[config.mk]
export PLATFORM = sky130hd
export DESIGN_NAME = breaker_switch_supervisor
export DESIGN_NICKNAME = d
export VERILOG_FILES = /design/src/hw/rtl/bss_pkg.sv /design/src/hw/rtl/bss_step.sv /design/src/hw/rtl/breaker_switch_supervisor.sv
export SDC_FILE = /design/constraint.sdc
export NUM_CORES = 1
export LEC_CHECK = 0
export BUFFER_PORTS_ARGS = -buffer_cell sky130_fd_sc_hd__buf_2
export CORE_ASPECT_RATIO = 0.6
export CORE_MARGIN = 2
export CORE_UTILIZATION = 43
export CTS_BUF_LIST = sky130_fd_sc_hd__clkbuf_2 sky130_fd_sc_hd__clkbuf_4 sky130_fd_sc_hd__clkbuf_8
export CTS_CLUSTER_DIAMETER = 60
export DETAILED_ROUTE_END_ITERATION = 8
export MAX_ROUTING_LAYER = met4
export SYNTH_ARGS = -nofsm -noshare
export SYNTH_HDL_FRONTEND = slang
export SYNTH_SLANG_ARGS = --single-unit
export TNS_END_PERCENT = 1
[constraint.sdc]
create_clock -name clk -period 4.1 [get_ports clk]
set_input_delay 0.41 -clock clk [delete_from_list [all_inputs] [get_ports clk]]
set_output_delay 0.41 -clock clk [all_outputs]
set_load 0.03 [all_outputs]
[src/hw/rtl/bss_pkg.sv]
// Shared types and constants for the breaker switch supervisor.
// No dependencies; used by bss_step and breaker_switch_supervisor.
`timescale 1ns / 1ps

package bss_pkg;

  // supervisor state codes
  localparam logic [2:0] ST_INIT   = 3'd0;
  localparam logic [2:0] ST_OFF    = 3'd1;
  localparam logic [2:0] ST_GO_ON  = 3'd2;
  localparam logic [2:0] ST_ON     = 3'd3;
  localparam logic [2:0] ST_GO_OFF = 3'd4;
  localparam logic [2:0] ST_FAILED = 3'd5;
  localparam logic [2:0] ST_NONE   = 3'h7;  // previous mode before the first tick

  // command codes
  localparam logic [1:0] CMD_NONE = 2'd0;
  localparam logic [1:0] CMD_ON   = 2'd1;
  localparam logic [1:0] CMD_OFF  = 2'd2;

  // indication codes
  localparam logic [1:0] IND_UNDEF = 2'd0;
  localparam logic [1:0] IND_ON    = 2'd1;
  localparam logic [1:0] IND_OFF   = 2'd2;

  // configuration register indexes
  localparam logic [1:0] REG_CLOSE_TIMEOUT = 2'd0;
  localparam logic [1:0] REG_OPEN_TIMEOUT  = 2'd1;
  localparam logic [1:0] REG_PULSE_LENGTH  = 2'd2;
  localparam logic [1:0] REG_INIT_WAIT     = 2'd3;

  localparam int CFG_W = 16;

  localparam logic [CFG_W-1:0] CLOSE_TIMEOUT_RST = 16'd100;
  localparam logic [CFG_W-1:0] OPEN_TIMEOUT_RST  = 16'd100;
  localparam logic [CFG_W-1:0] PULSE_LENGTH_RST  = 16'd500;
  localparam logic [CFG_W-1:0] INIT_WAIT_RST     = 16'd200;

  typedef struct packed {
    logic [CFG_W-1:0] close_timeout;
    logic [CFG_W-1:0] open_timeout;
    logic [CFG_W-1:0] pulse_length;
    logic [CFG_W-1:0] init_wait;
  } cfg_t;

  typedef struct packed {
    logic       contact_on;
    logic       contact_off;
    logic [1:0] command;
    logic       fail_clear;
  } tick_in_t;

  // supervisor state, apart from the tick counter
  typedef struct packed {
    logic [2:0] mode;
    logic [2:0] prev_mode;
    logic [1:0] prev_cmd;
    logic       coil_close;
    logic       coil_open;
    logic       hold_cl;
    logic       hold_op;
    logic [1:0] shown;
    logic       sw_fail;
    logic       bk_fault;
  } sup_state_t;

  typedef struct packed {
    logic       close_pulse;
    logic       open_pulse;
    logic       hold_closed;
    logic       hold_open;
    logic [1:0] indication;
    logic       switch_failure;
    logic       contact_fault;
    logic [2:0] current_state;
    logic       state_entered;
  } tick_out_t;

endpackage

[src/hw/rtl/bss_step.sv]
// Next-state and result logic for one tick of the breaker supervisor.
// Depends on bss_pkg.
`timescale 1ns / 1ps

module bss_step #(
  parameter int COUNT_WIDTH = 16
) (
  input  bss_pkg::cfg_t        cfg,
  input  bss_pkg::tick_in_t    tick,
  input  bss_pkg::sup_state_t  st,
  input  logic [COUNT_WIDTH-1:0] count,
  output bss_pkg::sup_state_t  st_next,
  output logic [COUNT_WIDTH-1:0] count_next,
  output bss_pkg::tick_out_t   res
);

  localparam int CMP_W = (COUNT_WIDTH > bss_pkg::CFG_W) ? COUNT_WIDTH : bss_pkg::CFG_W;
  localparam logic [COUNT_WIDTH-1:0] CNT_MAX = {COUNT_WIDTH{1'b1}};
  localparam logic [CMP_W-1:0] CNT_MAX_X = CMP_W'(CNT_MAX);

  function automatic logic [COUNT_WIDTH-1:0] cnt_inc(input logic [COUNT_WIDTH-1:0] c);
    cnt_inc = (c == CNT_MAX) ? CNT_MAX : c + 1'b1;
  endfunction

  function automatic logic [COUNT_WIDTH-1:0] cnt_cap(input logic [bss_pkg::CFG_W-1:0] v);
    logic [CMP_W-1:0] vx;
    vx = CMP_W'(v);
    cnt_cap = (vx > CNT_MAX_X) ? CNT_MAX : COUNT_WIDTH'(vx);
  endfunction

  function automatic logic cnt_gt(input logic [COUNT_WIDTH-1:0] c,
                                  input logic [bss_pkg::CFG_W-1:0] v);
    cnt_gt = CMP_W'(c) > CMP_W'(v);
  endfunction

  always_comb begin
    bss_pkg::sup_state_t s;
    logic [COUNT_WIDTH-1:0] c;
    logic entered;
    logic on, off;

    s       = st;
    c       = count;
    on      = tick.contact_on;
    off     = tick.contact_off;

    if (on && !off) s.shown = bss_pkg::IND_ON;
    if (!on && off) s.shown = bss_pkg::IND_OFF;
    if (tick.fail_clear) s.sw_fail = 1'b0;

    entered     = (st.prev_mode != st.mode);
    s.prev_mode = st.mode;

    case (st.mode)
      bss_pkg::ST_INIT: begin
        if (entered) c = '0;
        s.coil_close = 1'b0;
        s.coil_open  = 1'b0;
        s.hold_cl    = 1'b0;
        s.hold_op    = 1'b0;
        s.sw_fail    = 1'b0;
        c = cnt_inc(c);
        if (cnt_gt(c, cfg.init_wait)) begin
          if (!on && off) s.mode = bss_pkg::ST_OFF;
          if (on && !off) s.mode = bss_pkg::ST_ON;
          if (on == off)  s.mode = bss_pkg::ST_FAILED;
        end
      end
      bss_pkg::ST_OFF: begin
        s.hold_cl = 1'b0;
        s.hold_op = 1'b1;
        if (tick.command == bss_pkg::CMD_ON) s.mode = bss_pkg::ST_GO_ON;
        if (tick.command == bss_pkg::CMD_OFF && st.prev_cmd != bss_pkg::CMD_OFF)
          s.mode = bss_pkg::ST_GO_OFF;
        if (!off && on) begin
          s.mode    = bss_pkg::ST_ON;
          s.sw_fail = 1'b1;
        end
        if (on == off) begin
          s.shown    = bss_pkg::IND_UNDEF;
          s.bk_fault = 1'b1;
        end else begin
          s.bk_fault = 1'b0;
        end
      end
      bss_pkg::ST_GO_ON: begin
        if (entered) begin
          s.coil_close = 1'b1;
          s.coil_open  = 1'b0;
          c = '0;
        end
        s.hold_cl = 1'b1;
        s.hold_op = 1'b0;
        if (tick.command == bss_pkg::CMD_OFF) s.mode = bss_pkg::ST_GO_OFF;
        // pulse limit is checked on the count before this tick's increment
        if (cnt_gt(c, cfg.pulse_length)) s.coil_close = 1'b0;
        c = cnt_inc(c);
        if (CMP_W'(c) >= CMP_W'(cfg.close_timeout)) begin
          c = cnt_cap(cfg.close_timeout);
          s.coil_close = 1'b0;
          s.mode = (on && !off) ? bss_pkg::ST_ON : bss_pkg::ST_FAILED;
        end
      end
      bss_pkg::ST_ON: begin
        s.hold_cl = 1'b1;
        s.hold_op = 1'b0;
        if (tick.command == bss_pkg::CMD_OFF) s.mode = bss_pkg::ST_GO_OFF;
        if (tick.command == bss_pkg::CMD_ON && st.prev_cmd != bss_pkg::CMD_ON)
          s.mode = bss_pkg::ST_GO_ON;
        if (off && !on) begin
          s.mode    = bss_pkg::ST_OFF;
          s.sw_fail = 1'b1;
        end
        if (on == off) begin
          s.shown    = bss_pkg::IND_UNDEF;
          s.bk_fault = 1'b1;
        end else begin
          s.bk_fault = 1'b0;
        end
      end
      bss_pkg::ST_GO_OFF: begin
        if (entered) begin
          s.coil_close = 1'b0;
          s.coil_open  = 1'b1;
          c = '0;
        end
        s.hold_cl = 1'b0;
        s.hold_op = 1'b1;
        c = cnt_inc(c);
        if (cnt_gt(c, cfg.pulse_length)) s.coil_open = 1'b0;
        if (CMP_W'(c) >= CMP_W'(cfg.open_timeout)) begin
          c = cnt_cap(cfg.open_timeout);
          s.coil_open = 1'b0;
          s.mode = (off && !on) ? bss_pkg::ST_OFF : bss_pkg::ST_FAILED;
        end
      end
      bss_pkg::ST_FAILED: begin
        if (entered) begin
          s.coil_close = 1'b0;
          s.coil_open  = 1'b1;
          c = '0;
        end
        c = cnt_inc(c);
        if (cnt_gt(c, cfg.pulse_length)) s.coil_open = 1'b0;
        s.hold_cl = 1'b0;
        s.hold_op = 1'b1;
        s.sw_fail = 1'b1;
        if (tick.fail_clear) begin
          s.coil_open = 1'b0;
          s.sw_fail   = 1'b0;
          s.mode      = bss_pkg::ST_OFF;
        end
      end
      default: begin
        s.mode = bss_pkg::ST_FAILED;
      end
    endcase

    s.prev_cmd = tick.command;

    st_next    = s;
    count_next = c;

    res.close_pulse    = s.coil_close;
    res.open_pulse     = s.coil_open;
    res.hold_closed    = s.hold_cl;
    res.hold_open      = s.hold_op;
    res.indication     = s.shown;
    res.switch_failure = s.sw_fail;
    res.contact_fault  = s.bk_fault;
    res.current_state  = st.mode;
    res.state_entered  = entered;
  end

endmodule

[src/hw/rtl/breaker_switch_supervisor.sv]
// Breaker switch supervisor top level: config registers, beat registers, state.
// Depends on bss_pkg and bss_step.
`timescale 1ns / 1ps

// One input beat is one millisecond tick carrying both auxiliary contacts, the
// on/off command and the failure clear; each beat yields exactly one result beat.
// The block takes one beat per clock cycle while the output is not stalled. A beat
// accepted on s_axis sits in the input register until one pass of the supervisor
// logic loads its result into the result register, from which it is offered on
// m_axis. A stalled output holds the input beat and drops s_axis_tready. The
// supervisor state updates in the same cycle the result is registered, so the
// next beat sees it without a bubble.
// Configuration writes (index 0 close_timeout, 1 open_timeout, 2 pulse_length,
// 3 init_wait) are always accepted and should be issued only while no tick is
// in flight.
module breaker_switch_supervisor #(
  parameter int COUNT_WIDTH = 16
) (
  input  logic        clk,
  input  logic        rst,
  input  logic        s_axis_tvalid,
  output logic        s_axis_tready,
  // [0] contact_on, [1] contact_off, [3:2] command, [4] fail_clear, [7:5] zero
  input  logic [7:0]  s_axis_tdata,
  output logic        m_axis_tvalid,
  input  logic        m_axis_tready,
  // [0] close_pulse, [1] open_pulse, [2] hold_closed, [3] hold_open,
  // [5:4] indication, [6] switch_failure, [7] contact_fault,
  // [10:8] current_state, [11] state_entered, [15:12] zero
  output logic [15:0] m_axis_tdata,
  input  logic        cfg_valid,
  output logic        cfg_ready,
  input  logic [1:0]  cfg_index,
  input  logic [15:0] cfg_data
);

  bss_pkg::cfg_t       cfg;
  bss_pkg::tick_in_t   in_beat;
  logic                in_valid;
  bss_pkg::sup_state_t st, st_next;
  logic [COUNT_WIDTH-1:0] count, count_next;
  bss_pkg::tick_out_t  res, out_beat;
  logic                out_valid;
  logic                advance;

  assign cfg_ready     = 1'b1;
  assign advance       = in_valid && (!out_valid || m_axis_tready);
  assign s_axis_tready = !in_valid || advance;
  assign m_axis_tvalid = out_valid;
  assign m_axis_tdata  = {4'b0, out_beat.state_entered, out_beat.current_state,
                          out_beat.contact_fault, out_beat.switch_failure,
                          out_beat.indication, out_beat.hold_open, out_beat.hold_closed,
                          out_beat.open_pulse, out_beat.close_pulse};

  always_ff @(posedge clk) begin
    if (rst) begin
      cfg.close_timeout <= bss_pkg::CLOSE_TIMEOUT_RST;
      cfg.open_timeout  <= bss_pkg::OPEN_TIMEOUT_RST;
      cfg.pulse_length  <= bss_pkg::PULSE_LENGTH_RST;
      cfg.init_wait     <= bss_pkg::INIT_WAIT_RST;
    end else if (cfg_valid) begin
      case (cfg_index)
        bss_pkg::REG_CLOSE_TIMEOUT: cfg.close_timeout <= cfg_data;
        bss_pkg::REG_OPEN_TIMEOUT:  cfg.open_timeout  <= cfg_data;
        bss_pkg::REG_PULSE_LENGTH:  cfg.pulse_length  <= cfg_data;
        bss_pkg::REG_INIT_WAIT:     cfg.init_wait     <= cfg_data;
        default: ;
      endcase
    end
  end

  // input beat register
  always_ff @(posedge clk) begin
    if (rst) begin
      in_valid <= 1'b0;
    end else if (s_axis_tvalid && s_axis_tready) begin
      in_valid <= 1'b1;
    end else if (advance) begin
      in_valid <= 1'b0;
    end
    if (s_axis_tvalid && s_axis_tready) begin
      in_beat.contact_on  <= s_axis_tdata[0];
      in_beat.contact_off <= s_axis_tdata[1];
      in_beat.command     <= s_axis_tdata[3:2];
      in_beat.fail_clear  <= s_axis_tdata[4];
    end
  end

  bss_step #(
    .COUNT_WIDTH(COUNT_WIDTH)
  ) u_step (
    .cfg        (cfg),
    .tick       (in_beat),
    .st         (st),
    .count      (count),
    .st_next    (st_next),
    .count_next (count_next),
    .res        (res)
  );

  // supervisor state and result register
  always_ff @(posedge clk) begin
    if (rst) begin
      st.mode       <= bss_pkg::ST_INIT;
      st.prev_mode  <= bss_pkg::ST_NONE;
      st.prev_cmd   <= bss_pkg::CMD_NONE;
      st.coil_close <= 1'b0;
      st.coil_open  <= 1'b0;
      st.hold_cl    <= 1'b0;
      st.hold_op    <= 1'b0;
      st.shown      <= bss_pkg::IND_UNDEF;
      st.sw_fail    <= 1'b0;
      st.bk_fault   <= 1'b0;
      count         <= '0;
      out_valid     <= 1'b0;
    end else if (advance) begin
      st        <= st_next;
      count     <= count_next;
      out_valid <= 1'b1;
    end else if (m_axis_tready) begin
      out_valid <= 1'b0;
    end
    if (advance) out_beat <= res;
  end

endmodule
# Yosys cells after proc, flatten, opt, wreduce, memory -nomap -nowiden
# Cells that the tools add are included.
# word_totals
register_bits	115
inputBits	31
# op_classes
n_addsub	4
n_lt_le_gt_ge	8
n_reduce_logical	26
n_eq_ne	23
mux	55
# ops
cell	count
$mux 16	13
$add 16x1->16 const B	4
$eq 16x16->1 const B	4
$gt 16x16->1	4
$pmux 16 s4	1
$mux 3	15
$ge 16x16->1	2
$gt 16x16->1 const B	2
$pmux 3 s6	1
$mux 1	16
$mux 2	6
$reduce_and 2->1	5
$ne 4x1->1 const B	2
$pmux 2 s4	1
$eq 2x2->1 const B	3
$eq 3x2->1 const B	2
$eq 3x3->1 const B	2
$logic_and 1x1->1	6
$ne 2x1->1 const B	3
$pmux 2 s3	1
$reduce_and 6->1	1
$eq 2x1->1 const B	2
$logic_not 1->1	4
$ne 2x2->1 const B	2
other kinds (11)	14

# Logic depth before layout (Yosys ltp)
# depth
ltp_word	9
depth_mapped	19
mapped_depth_nobuf	14

# Modules after synthesis
# A second synthesis with hierarchy kept.
# hier_totals
hier_cells	984
hier_area_um2	7981.4
# by_module_without_submodules
module	area_each_um2	instances	seq_area_each_um2	cells_each
breaker_switch_supervisor	4325.4	1	2472.4	449
bss_step	3656.0	1	0.0	535

# Worst setup path after synthesis
# No wires, ideal clock.
# synth_timing
kind	register to register
start	register st[14] (netlist name)
end	register count[12]
path_stages_with_launch	17
slack_ns	0.188
setup_ns	0.138
arrival_time_ns	3.774
t_required_ns	3.962
cell_sequence	dfxtp_1 -> buf_2 -> xnor2_1 -> and3_1 -> buf_2 -> clkinv_1 -> clkbuf_1 -> a21oi_1 -> ha_1 -> a211oi_1 -> o21ai_0 -> a221oi_1 -> and2_1 -> clkbuf_1 -> mux2_2 -> a221oi_1 -> a221oi_1
# synth_rtl
item	line	text
end signal: assignment	breaker_switch_supervisor.sv:118	count <= count_next;
end: declaration	breaker_switch_supervisor.sv:41	logic [COUNT_WIDTH-1:0] count, count_next;

# Worst setup path after layout
# layout_timing
start	register count[8]
end	register count[2]
# layout_between
elab_chain_len	7
# layout_rtl
item	line	text
$mux 16 *	--	
$mux 16	bss_step.sv:54	case (st.mode)
$add 16x1->16 / $eq 16x16->1 (equally long branches)	bss_step.sv:22	cnt_inc = (c == CNT_MAX) ? CNT_MAX : c + 1'b1;
$mux 16	bss_step.sv:22	
$ge 16x16->1 (on tied branches)	bss_step.sv:131, bss_step.sv:98	
$mux 16 (on tied branches)	bss_step.sv:131, bss_step.sv:98	
$pmux 16 s4 *	bss_step.sv:54	
# Every way passes the cells marked *; elsewhere a longest branch is shown, timed or not. The select of a mux whose other input is x is not followed.
# A chain may end at the register's enable or synchronous reset.

==> qor.csv <==
stage;metric;value;unit
cts;clockRootBuffer;clkbuf_8;
synth;synth_area;0.007406;mm2
placement;place.gp.congestion;0.9055;
routing;finalWirelength;23950;um
setup_path;r2r_slack;190;ps
synth;yosys_warnings;0;
synth;synth.avg_cell_area;7.938;um2
sta;fmax;0.2560;GHz
synth;synth-edff-count;17;
floorplanning;initial_core_util;43.59;%
worst_hold_path;holdPathEnd;in_beat[1];
sta;finalCriticalPeriod;3906;ps
global_routing;grt_pass1_vias;6259;
layout;nNetsFinal;1122;
routing;firstDrtPassIters;5;
cts;insertion_delay;450;ps
flow_run;maxCapViolCount;0;
setup_path;ff2ff_path_depth;14;
synth;ys_ff_latch;115;
cts;cts_made_buffers;17;
setup_path;crit_required;4380;ps
worst_hold_path;whs_path_depth;1;
worst_hold_path;hold_path_class;input pin to register;
sta;setup_tns;0;ps
floorplanning;row_count;37;
floorplanning;core;0.01699;mm2
sta;rsz0062_at_grt;no;
placement;io_buffers;41;
global_routing;grt_start_max_net_pins;78;
synth;synth_cell_type_count;75;
cts;cts-htree-levels;4;
pwr;leakage;3.635;nW
setup_path;regToRegEndpoint;count[2];
synth;async_reset_ff_share;0;%
cts;clock_path_buffers;2;
sta;period_share;95.27;%
synth;synth_largest_area_cell;dfxtp_1;
cts;cts_tree;built;
synth;synth_top_cell_area_share;26.49;%
cts;cts_setup_buffers;0;
cts;cts_sinks;115;
sta;drv_slew;0;
synth;seq_area_frac_synth;33.38;%
sta;setup_ws;193.7;ps
setup_path;crit_path_max_fanout;8;
floorplanning;die_w;173.4;um
global_routing;antenna_found_initial;0;
synth;synth.area.top_cells;dfxtp_1, ha_1, nand2_1, edfxtp_1, a21oi_1;
layout;final_layout_size_suffix_gt1_share;18.03;%
setup_path;r2r-start;count[8];
sta;hold_violations;0;
synth;synth_ff_type;dfxtp_1;
cts;path_clk_slew;80;ps
worst_hold_path;worst_hold_startpoint;s_axis_tdata[2];
global_routing;grt_pass1_wl;36910;um
global_routing;grt_overflow;0;
setup_path;arrival;4180;ps
placement;dpl_cell_area;0.008185;mm2
layout;diodes;0;
run_status;status;completed;
layout;synthToLayoutAreaGrowth;17.37;%
synth;synth.most_common_cell;nand2_1;
routing;vias_per_cell;5.622;
setup_path;critPathKind;register to register;
sta;setup_viol;0;
setup_path;crit_path_end_kind;register;
routing;drtAntennaViolNets;0;
sta;fin_skew;13.46;ps
pwr;vdd_drop_max;0.0001624;V
floorplanning;die_area;0.01832;mm2
routing;drtIter0Drc;764;
placement;place_ws;57.28;ps
global_routing;track_usage;27.47;%
sta;worst_pin_slew;1209;ps
synth;netlist_top_cells_count;nand2_1, dfxtp_1, a21oi_1;
routing;vias;7084;
synth;syn_inst;933;
placement;dp_hpwl;18480;um
routing;drcViolationCount;0;
pwr;p_per_area;304.7;mW/mm2
layout;postLayoutCellArea;0.008692;mm2
floorplanning;die_y;105.7;um
setup_path;cp-start-kind;register;
floorplanning;num_io_pins;50;
sta;maxSlewHeadroom;19.07;%
routing;post_drt_wl_per_cell;19.01;um
[worst max-delay path, cell delays in order, from the launching register on]
cell,delay [ps]
dfxtp_1,360
nand4_1,180
or4_4,660
a21oi_1,170
buf_4,210
ha_1,250
o21ai_0,250
a211oi_1,120
a2111oi_0,420
buf_4,200
o21a_2,210
nand2_1,90
buf_4,150
o211ai_1,340
a221oi_1,130
[timing repair]
item | 4_1_cts | 5_1_grt
hold buffers | 0 | 0
endpoints found under the setup margin | 0 | 23
resized for setup | 0 | 25
endpoints found under the hold margin | 0 | 0
[worst max path at each step]
stage / cells past startpoint / endpoint / slack [ps] / startpoint
6_report: 14 / count[2] / 190 / count[8]
2_1_floorplan: 16 / count[12] / 190 / st[14]
5_1_grt: 14 / count[6] / 5 / st[12]
3_3_place_gp: 13 / st[14] / 110 / count[0]
4_1_cts: 13 / st[14] / 40 / count[0]
3_5_place_dp: 13 / st[14] / 60 / count[0]
[state kept, by name, summed over array words and instances (netlist names)]
signal and count:
st 16, in_beat 5, m_axis_tvalid 1, cfg 64, in_valid 1, m_axis_tdata 12
count 16
[layout make-up]
type / instances / area [um2]
fill: 1705 / 8298
multi-input combinational: 688 / 4519
sequential: 115 / 2472
timing repair buffer: 107 / 700.7
inverter: 84 / 319.1
tap: 234 / 292.8
clock buffer: 19 / 255.2
clock inverter: 13 / 132.6
[cells by family (layout without fill, tap and decap cells)]
group | after synthesis | count (layout) | share of synthesized area [%]
other cells | 2 | 5 | 0.1014
buf+inv | 133 | 223 | 7.366
flops | 115 | 115 | 33.38
mux | 9 | 9 | 1.318
compound gates | 251 | 251 | 22.30
fa+ha+maj | 78 | 78 | 13.18
xor+xnor | 13 | 13 | 1.537
simple gates | 332 | 332 | 20.81
[per-stage QoR]
| stage | cells | hold WS [ps] | util (%) | power (mW) |
|---|---|---|---|---|
| 6_report | 1260 | 131.6 | 51.16 | 2.649 |
| 5_1_grt | 1260 | 110.0 | 51.16 | 2.751 |
| 4_1_cts | 1260 | 112.3 | 50.46 | 2.646 |
| 3_5_place_dp | 1228 | 448.7 | 48.18 | 1.574 |
| 3_3_place_gp | 1228 | 442.8 | 48.18 | 1.571 |
| 2_1_floorplan | 936 | 402.9 | - | 1.454 |
[metal layers]
| layer | vias up | track usage [%] | routed length (um) |
|---|---|---|---|
| met5 | - | - | 0 |
| met1 | 3285 | 44.55 | 12730 |
| li1 | 3480 | - | - |
| met4 | 0 | 5.448 | 182 |
| met2 | 301 | 33.03 | 8525 |
| met3 | 18 | 5.916 | 2509 |
[power by group]
group	internal (mW)	switching, mW
clock network	0.562	0.524
logic	0.115	0.222
registers	1.19	0.0321
total	1.87	0.778
[cells in the final DEF (no fill, tap or decap), drive strengths merged, types with 4 or more instances in the layout]
cell type	instances
dfxtp	98
clkinv	5
edfxtp	17
o211ai	32
nand3	19
a311oi	6
a22oi	5
o21ai	38
o21a	5
inv	86
mux2	6
clkinvlp	4
a221oi	15
nand2	161
nor4	6
nor2	60
nor3	15
nor2b	7
ha	78
conb	5
buf	107
a211oi	14
nand4	26
a21o	9
clkbuf	19
or3	4
xnor2	11
a31oi	7
nand2b	6
and2	11
a21oi	94
No activity file was read; power rests on OpenSTA's default activity.
